--- src/rtl/rdf_isqrt.sv ---
`timescale 1ns / 1ps

module rdf_isqrt (
    input  logic        clk,
    input  logic        rst_n,
    input  logic        start,
    input  logic [63:0] radicand,
    output logic        done,
    output logic [31:0] root
);

    logic        busy_reg;
    logic        done_reg;
    logic [4:0]  cnt_reg;
    logic [63:0] rad_reg;
    logic [33:0] rem_reg;
    logic [31:0] root_reg;
    logic [35:0] rem_sh;
    logic [35:0] trial;
    logic        fits;

    assign rem_sh = {rem_reg, rad_reg[63:62]};
    assign trial  = {2'b00, root_reg, 2'b01};
    assign fits   = rem_sh >= trial;

    always_ff @(posedge clk or negedge rst_n)
    begin
        if (!rst_n)
        begin
            busy_reg <= 1'b0;
            done_reg <= 1'b0;
            cnt_reg  <= '0;
        end
        else
        begin
            done_reg <= 1'b0;
            if (start)
            begin
                busy_reg <= 1'b1;
                cnt_reg  <= '0;
            end
            else if (busy_reg)
            begin
                cnt_reg <= cnt_reg + 5'd1;
                if (cnt_reg == 5'd31)
                begin
                    busy_reg <= 1'b0;
                    done_reg <= 1'b1;
                end
            end
        end
    end

    always_ff @(posedge clk)
    begin
        if (start)
        begin
            rad_reg  <= radicand;
            rem_reg  <= '0;
            root_reg <= '0;
        end
        else if (busy_reg)
        begin
            rad_reg  <= {rad_reg[61:0], 2'b00};
            rem_reg  <= fits ? 34'(rem_sh - trial) : 34'(rem_sh);
            root_reg <= {root_reg[30:0], fits};
        end
    end

    assign done = done_reg;
    assign root = root_reg;

endmodule

--- config.mk ---
export PLATFORM = sky130hd
export DESIGN_NAME = rdf_isqrt
export DESIGN_NICKNAME = d
export VERILOG_FILES = /design/src/rtl/rdf_isqrt.sv
export SDC_FILE = /design/constraint.sdc
export NUM_CORES = 1
export LEC_CHECK = 0
export BUFFER_PORTS_ARGS = -buffer_cell sky130_fd_sc_hd__buf_2
export CAP_MARGIN = 0
export CELL_PAD_IN_SITES_DETAIL_PLACEMENT = 0
export CELL_PAD_IN_SITES_GLOBAL_PLACEMENT = 1
export CORE_ASPECT_RATIO = 1.1
export CORE_UTILIZATION = 41
export DETAILED_ROUTE_END_ITERATION = 8
export PLACE_DENSITY = 0.73
export SYNTH_ARGS = -nofsm -noshare
export SYNTH_HDL_FRONTEND = slang
export SYNTH_SLANG_ARGS = --single-unit
--- constraint.sdc ---
create_clock -name clk -period 3.08 [get_ports clk]
set_input_delay 0.154 -clock clk [delete_from_list [all_inputs] [get_ports clk]]
set_output_delay 0.154 -clock clk [all_outputs]
set_load 0.05 [all_outputs]
==> flow_summary_export.csv <==
group,metric,value,unit
sta,finClkSkew,0.0154,ns
finish,largest_reg_flops,64,
yosys,synth_cell_type_count,65,
clock_network,clk_pin_slew,0.07,ns
route,via_count,6141,
worst_setup_path,r2r-start,"root[0]",
finish,finalNetCount,1002,
finish,antenna_cells,0,
power,leakagePower,4.21,nW
floorplanning,chipWidth,135,µm
floorplanning,dieArea,19900,µm²
outcome,status,"finished, final reports clean",
sta,tightest_slew,0.706,ns
grt,track_usage,18.6,%
worst_setup_path,path_class,"flop to flop",
worst_setup_path,setup.worst_path.start_class,"flop",
yosys,syn_inst,790,
yosys,synth_top_cell_by_area,"edfxtp_1",
sta,setup_ws,0.129,ns
grt,gr-total-overflow,0,
power,peakVddDrop,0.486,mV
floorplanning,start_util,42.4,%
yosys,synth_edf_count,64,
worst_setup_path,r2r-end,"rem_reg[21]",
yosys,synthTopCellsByCount,"nor2_1 (90), dfxtp_1 (66), mux2_2 (65)",
yosys,ys_warn_count,0,
sta,rsz0062_at_grt,"true",
grt,grt_first_pass_wirelength,29800,µm
power,p_total,0.00959,W
route,final_antenna_net_count,0,
worst_setup_path,endpoint_kind,"flop",
finish,layout-drive-gt1-share,31.5,%
power,p_per_area,1010,nW/µm²
route,drt_iter0_markers,301,
route,wire_per_inst,15.5,µm
yosys,syn_nets,893,
yosys,ys_seq_area_share,43.1,%
yosys,synthArstFlopShare,5.11,%
sta,hold_violations,0,
clock_network,clkSinkCount,137,
route,viasPerCell,5.32,
worst_setup_path,crit_arrival,3.28,ns
min_path,hp-class,"input port to flop",
clock_network,clkLatencyLatePin,0.43,ns
place,finalWeightedCongestion,0.854,
job,maxCapViolations,0,
grt,grt_max_degree,141,
clock_network,ctsLongestPathBuffers,2,
clock_network,cts_setup_buffers,0,
worst_setup_path,crit_path_max_fanout,13,
floorplanning,die_h,148,µm
yosys,syn_area_per_cell,10.0,µm²
min_path,whs_path_depth,2,
sta,setup_violations,0,
clock_network,numCtsBuffers,17,
route,dr.pass1.iters,4,
sta,period_needed,2.95,ns
yosys,yosysMostFrequentCell,"nor2_1",
place,dp_slack,0.123,ns
floorplanning,io_pins,100,
place,port-buffer-count,99,
worst_setup_path,ff2ff_setup_slack,0.13,ns
route,drcViolationCount,0,
floorplanning,core,18700,µm²
sta,min_period_over_period,95.8,%
yosys,syn_area,7920,µm²
yosys,synth_seq_cells,137,
finish,fillers,1727,
worst_setup_path,r2r_cells,11,
yosys,ys.flop_type,"dfxtp_1",
route,wl,17900,µm
finish,syn2layout_area_growth,19.8,%
worst_setup_path,crit_required,3.41,ns
sta,max_freq,0.339,GHz
grt,antenna_found_initial,0,
place,hpwl,12700,µm
sta,drv_slew,0,
sta,hold_ws,0.0253,ns
clock_network,root_buffer,"clkbuf_16",
floorplanning,rows,52,
clock_network,h-tree-depth,4,
clock_network,cts_tree,"yes",
min_path,hp-start,"radicand[3]",
yosys,yosys-top-cells-area,"edfxtp_1 (24%), dfxtp_1 (17%), mux2_2 (9.2%), ha_1 (5.7%), mux2i_1 (4.4%)",
grt,grt_pass1_vias,6056,
sta,slew_headroom,52.9,%
yosys,synth_top_area_share,24.3,%
min_path,hold_end,"rad_reg[3]",
-- routing by layer --
layer / track usage (%) / routed length (µm) / vias to the layer above
li1: - / - / 3098
met1: 24.2 / 8160 / 2916
met3: 3.81 / 736 / 18
met2: 30.9 / 8840 / 109
met5: 0 / 0 / -
met4: 6.07 / 218 / 0
-- cells by family (layout without fill, tap and decap cells) --
kind of cell,Yosys count,in the layout,share of synthesized area (%)
buffers and inverters,89,211,4.97
AOI/OAI and AO/OA,165,165,15.8
muxes,100,100,13.7
and+or+nand+nor,241,241,14.3
DFF,137,137,43.1
adders and majority gates,36,36,5.69
xor gates and xnor gates,22,22,2.43
-- layout make-up --
cell class,instances,area (µm²),area share [%]
sequential,137,3430,36.2
tap,243,304,3.20
multi-input combinational,564,4160,43.9
inverter,48,180,1.90
timing repair buffer,131,813,8.57
clock buffer,17,425,4.48
clock inverter,15,171,1.81
-- worst max-delay path by stage --
stage	cells past startpoint	slack, ns	start	to
floorplan	11	0.006	root[22]	rem_reg[12]
global route	11	-0.003	root[0]	rem_reg[21]
CTS	11	0.10	rad_reg[63]	rem_reg[0]
finish	11	0.13	root[0]	rem_reg[21]
detailed placement	11	0.12	rad_reg[63]	rem_reg[17]
global placement	11	0.22	root[0]	rem_reg[17]
-- report_power, final --
part / leakage, nW / switching (W) / total, W / internal (W)
clock: 0.298 / 0.000931 / 0.00210 / 0.00117
sequential: 1.31 / 0.000172 / 0.00235 / 0.00218
combinational: 2.60 / 0.00277 / 0.00514 / 0.00238
total: 4.21 / 0.00387 / 0.00959 / 0.00572
-- critical path, cell delays in order (launching register included) --
cell	delay, ns
dfxtp_4	0.35
inv_1	0.04
ha_1	0.31
nor2b_4	0.14
o31a_1	0.28
o311a_4	0.35
o21a_4	0.21
or4_4	0.59
nand2_8	0.12
buf_12	0.15
nand2_1	0.06
a311oi_1	0.26
-- stage by stage --
step,cell area [µm²],setup TNS (ns),instances,utilization (%)
2_1_floorplan,7940,0,790,-
3_3_place_gp,8790,0,1119,47.1
3_5_place_dp,8790,0,1119,47.1
4_1_cts,9410,0,1154,50.4
5_1_grt,9490,-0.00378,1155,50.8
6_report,9490,0,1155,50.8
-- layout by cell type, fill, tap and decap left out, types with 6 or more instances in the layout --
cell / count
nand3_1: 21
a21o_1: 18
clkbuf_16: 18
nand2_1: 53
nand2_2: 16
dfxtp_2: 7
inv_6: 6
xnor2_1: 13
mux2i_1: 35
a21oi_1: 44
o21ai_0: 20
buf_2: 98
ha_1: 33
nor3_1: 11
a311oi_2: 18
nor2_1: 89
dfrtp_1: 6
o211ai_1: 7
mux2_2: 65
dfxtp_1: 58
or3_1: 7
edfxtp_1: 64
xor2_1: 9
inv_1: 47
buf_4: 25
inv_8: 6
nand4_1: 10
o21bai_1: 7
a311oi_1: 6
-- repair_timing --
item,4_1_cts,5_1_grt
hold buffers,3,0
hold endpoints to repair,9,0
setup endpoints to repair,0,25
gates resized for setup,0,11
No activity file was read; power rests on OpenSTA's default activity.
