$ cat src/rtl/rdf_div.sv
`timescale 1ns / 1ps

module rdf_div (
    input  logic        clk,
    input  logic        rst_n,
    input  logic        start,
    input  logic [31:0] dividend,
    input  logic [31:0] divisor,
    output logic        done,
    output logic [31:0] quotient,
    output logic [31:0] remainder
);

    logic        busy_reg;
    logic        done_reg;
    logic [4:0]  cnt_reg;
    logic [31:0] quo_reg;
    logic [32:0] rem_reg;
    logic [31:0] dsr_reg;
    logic [32:0] trial;
    logic        fits;

    assign trial = {rem_reg[31:0], quo_reg[31]};
    assign fits  = trial >= {1'b0, dsr_reg};

    always_ff @(posedge clk or negedge rst_n)
    begin
        if (!rst_n)
        begin
            busy_reg <= 1'b0;
            done_reg <= 1'b0;
            cnt_reg  <= '0;
        end
        else
        begin
            done_reg <= 1'b0;
            if (start)
            begin
                busy_reg <= 1'b1;
                cnt_reg  <= '0;
            end
            else if (busy_reg)
            begin
                cnt_reg <= cnt_reg + 5'd1;
                if (cnt_reg == 5'd31)
                begin
                    busy_reg <= 1'b0;
                    done_reg <= 1'b1;
                end
            end
        end
    end

    always_ff @(posedge clk)
    begin
        if (start)
        begin
            quo_reg <= dividend;
            rem_reg <= '0;
            dsr_reg <= divisor;
        end
        else if (busy_reg)
        begin
            rem_reg <= fits ? trial - {1'b0, dsr_reg} : trial;
            quo_reg <= {quo_reg[30:0], fits};
        end
    end

    assign done      = done_reg;
    assign quotient  = quo_reg;
    assign remainder = rem_reg[31:0];

endmodule

$ cat config.mk
export PLATFORM = sky130hd
export DESIGN_NAME = rdf_div
export DESIGN_NICKNAME = d
export VERILOG_FILES = /design/src/rtl/rdf_div.sv
export SDC_FILE = /design/constraint.sdc
export NUM_CORES = 1
export LEC_CHECK = 0
export BUFFER_PORTS_ARGS = -buffer_cell sky130_fd_sc_hd__buf_2
export CORE_ASPECT_RATIO = 0.7
export CORE_MARGIN = 1
export CORE_UTILIZATION = 49
export DETAILED_ROUTE_END_ITERATION = 8
export PLACE_DENSITY_LB_ADDON = 0.12
export RECOVER_POWER = 25
export SLEW_MARGIN = 20
export SYNTH_ARGS = -nofsm -noshare
export SYNTH_HDL_FRONTEND = slang
export SYNTH_SLANG_ARGS = --single-unit
$ cat constraint.sdc
create_clock -name clk -period 2.85 [get_ports clk]
set_input_delay 0.4275 -clock clk [delete_from_list [all_inputs] [get_ports clk]]
set_output_delay 0.4275 -clock clk [all_outputs]
set_load 0.01 [all_outputs]
==> qor.yml <==
rows: 32
hp-class: "input pin to register"
drt_first_pass_iters: 5
cts_tree: "built"
power.switching_uw: 2830
grt_overflow: 0
clock_path_buffers: 2
antenna_found_initial: 0
path_clk_slew_ns: 0.07
p_per_area_mw_per_mm2: 957
fin_crit_sh_pct: 101
rsz0062_at_grt: "yes"
initial_utilization_pct: 51.3
min_period_ns: 2.87
syn_inst: 564
syn_to_final_growth_pct: 29.8
io_pins: 132
wl_um: 14900
p_leak_uw: 0.00329
cts_root_buf: "clkbuf_16"
cap_viol_max_count: 0
slew_headroom_pct: 28.7
io_buffers: 131
power_frac_comb_pct: 52.6
synthArstFlopShare_pct: 6.80
pwr-share-clk_pct: 17.5
dpl.hpwl_um: 10400
grt_pass1_wl_um: 22800
syn_nets: 666
layout_commonest_cell: "buf_2"
synthFlopType: "edfxtp_1"
setup_viol: 1
clock_skew_ns: 0.00839
critPathMaxStageDelay_ns: 0.56
power.internal_uw: 4320
wire_per_inst_um: 16.9
yosysSeqAreaShare_pct: 47.6
path_max_fanout: 7
worstPathRequired_ns: 3.10
vias: 4980
fmax_ghz: 0.348
arrival_ns: 3.12
dieWidth_um: 132
cts_buffers: 9
sw_frac_of_total_pct: 39.6
ys_warn_count: 0
layout-drive-gt1-share_pct: 39.0
cts.sinks: 103
grt_pass1_vias: 4584
grt_max_degree: 36
max_slew.worst_pin.slew_ns: 1.07
die_height_um: 92.7
h-tree-depth: 3
nets: 827
synth-seq-cells: 103
final_cell_mix: "128 x buf_2, 65 x nand2_1, 64 x edfxtp_1"
clk-insertion-delay-late_ns: 0.35
synth_area_mm2: 0.00576
drt_iter0_drc: 343
synth_area_per_cell_um2: 10.2
yosysUniqueCellTypes: 59
gp_congestion: 0.903
die_area_mm2: 0.0122
gr-usage-all-layers_pct: 23.4
hold_viol: 0
worst_r2r_path_depth: 12
cp-end-kind: "register"
fin_hold_ws_ns: 0.245
outcome: "finished with violations"
cp-start-kind: "register"
timing.final.ws_setup_ns: -0.0195
worstSetupPathType: "register to register"
min_path_cells: 1
antennaDiodeCount: 0
via_per_inst: 5.64
dp_cells: 858
crit_path_top_delay_cell: "a2111o_1"
power_frac_seq_pct: 29.9
remaining_drc_errors: 0
ir_worst_vdd_v: 0.000462
report.final.slew_viol_count: 0
fp.coreArea_mm2: 0.0112
fin_cells: 883
crit_chain: "inv_2 -> ha_4 -> a21oi_2 -> o21ai_2 -> a31o_2 -> o21ai_2 -> a21oi_2 -> a2111o_1 -> inv_4 -> clkbuf_16 -> nand2_2 -> a311oi_2"
antenna_left: 0
violations: "negative setup slack"
synth-edff-count: 64
==> worst paths after layout <==
kind | start | to | slack (ns)
min in group asynchronous | rst_n | cnt_reg[2] | 0.51
max in group asynchronous | rst_n | busy_reg | 2.04
worst min-delay path | divisor[31] | dsr_reg[31] | 0.25
worst max register to register | dsr_reg[8] | rem_reg[9] | -0.02
worst min register to register | rem_reg[22] | rem_reg[22] | 0.51
worst max-delay path | dsr_reg[8] | rem_reg[9] | -0.02
==> Yosys cell counts (4+ instances only) <==
| cell type | number | area [um2] |
|---|---|---|
| o21bai_1 | 6 | 45.0 |
| nand4_1 | 10 | 62.6 |
| and3_1 | 4 | 25.0 |
| nor2_1 | 43 | 161 |
| xor2_1 | 9 | 78.8 |
| o21ai_1 | 4 | 20.0 |
| o211ai_1 | 5 | 37.5 |
| mux2_2 | 34 | 383 |
| edfxtp_1 | 64 | 1920 |
| nand3_1 | 7 | 35.0 |
| nand2_1 | 69 | 259 |
| nand2b_1 | 7 | 43.8 |
| ha_1 | 34 | 425 |
| clkbuf_1 | 14 | 52.6 |
| xnor2_1 | 18 | 158 |
| a21oi_2 | 4 | 35.0 |
| dfxtp_1 | 32 | 641 |
| buf_2 | 6 | 30.0 |
| o21ai_0 | 19 | 95.1 |
| inv_1 | 40 | 150 |
| a311oi_1 | 20 | 175 |
| a21oi_1 | 33 | 165 |
| dfrtp_1 | 7 | 175 |
| nor3_1 | 6 | 30.0 |
| a21o_1 | 11 | 82.6 |
| nor4_1 | 5 | 31.3 |
==> power by group through the flow <==
stage / Sequential [uW] / Clock, uW / Combinational [uW]
after floorplan: 2230 / 0 / 1970
after detailed placement: 2140 / 0 / 3100
final: 2140 / 1250 / 3760
after global routing: 2180 / 1310 / 4040
after CTS: 2110 / 1270 / 3140
after global placement: 2120 / 0 / 3050
==> metrics by stage <==
step | setup WS (ns) | power, uW | util [%] | cell area (um2) | TNS, ns
6_report | -0.0195 | 7150 | 66.7 | 7470 | -0.0195
5_1_grt | -0.104 | 7540 | 66.7 | 7470 | -1.11
4_1_cts | -0.0227 | 6520 | 63.2 | 7090 | -0.0227
3_5_place_dp | -0.120 | 5230 | 60.3 | 6760 | -0.237
3_3_place_gp | 0.0133 | 5170 | 60.3 | 6760 | 0
2_1_floorplan | 0.0831 | 4200 | - | 5760 | 0
==> critical path: cells and delay by family, from the launching register on <==
kind / cells / cell delay [ns]
flip-flops: 1 / 0.39
AO/OA/AOI/OAI: 7 / 1.68
buffers and inverters: 3 / 0.43
AND/OR/NAND/NOR: 1 / 0.06
adder cells (fa/ha/maj): 1 / 0.21
==> logic make-up (layout without fill, tap and decap cells) <==
kind of cell	count (synthesis)	count (layout)	synth area share, %
AND/OR/NAND/NOR	165	165	13.0
XOR/XNOR	27	27	4.11
buffers and inverters	68	234	5.00
adder cells (fa/ha/maj)	35	35	7.74
flip-flops	103	103	47.6
multiplexers	36	36	7.00
AO/OA/AOI/OAI	130	130	15.6
==> repair_timing <==
action / in CTS / in global routing
setup endpoints to repair: 6 / 32
resized for setup: 6 / 62
gates cloned: 0 / 3
hold endpoints to repair: 7 / 0
setup buffers: 0 / 5
pin swaps: 1 / 25
hold buffers: 1 / 0
==> layer usage <==
layer  up-vias  track usage (%)  part of all wire, %
li1       2375                -                    -
met1      2386             33.3                   47
met2       190             36.6                   45
met3        29             4.76                  6.2
met4         0             5.43                  1.7
met5         -                0                    0
==> cell type report <==
cell class | count | area (um2)
Clock buffer | 11 | 233
Tap cell | 153 | 191
Clock inverter | 5 | 60.1
Timing Repair Buffer | 177 | 1060
Inverter | 41 | 156
Sequential cell | 103 | 2740
Multi-Input combinational cell | 393 | 3030
Fill cell | 890 | 3740
Power figures use the tool's default switching activity.
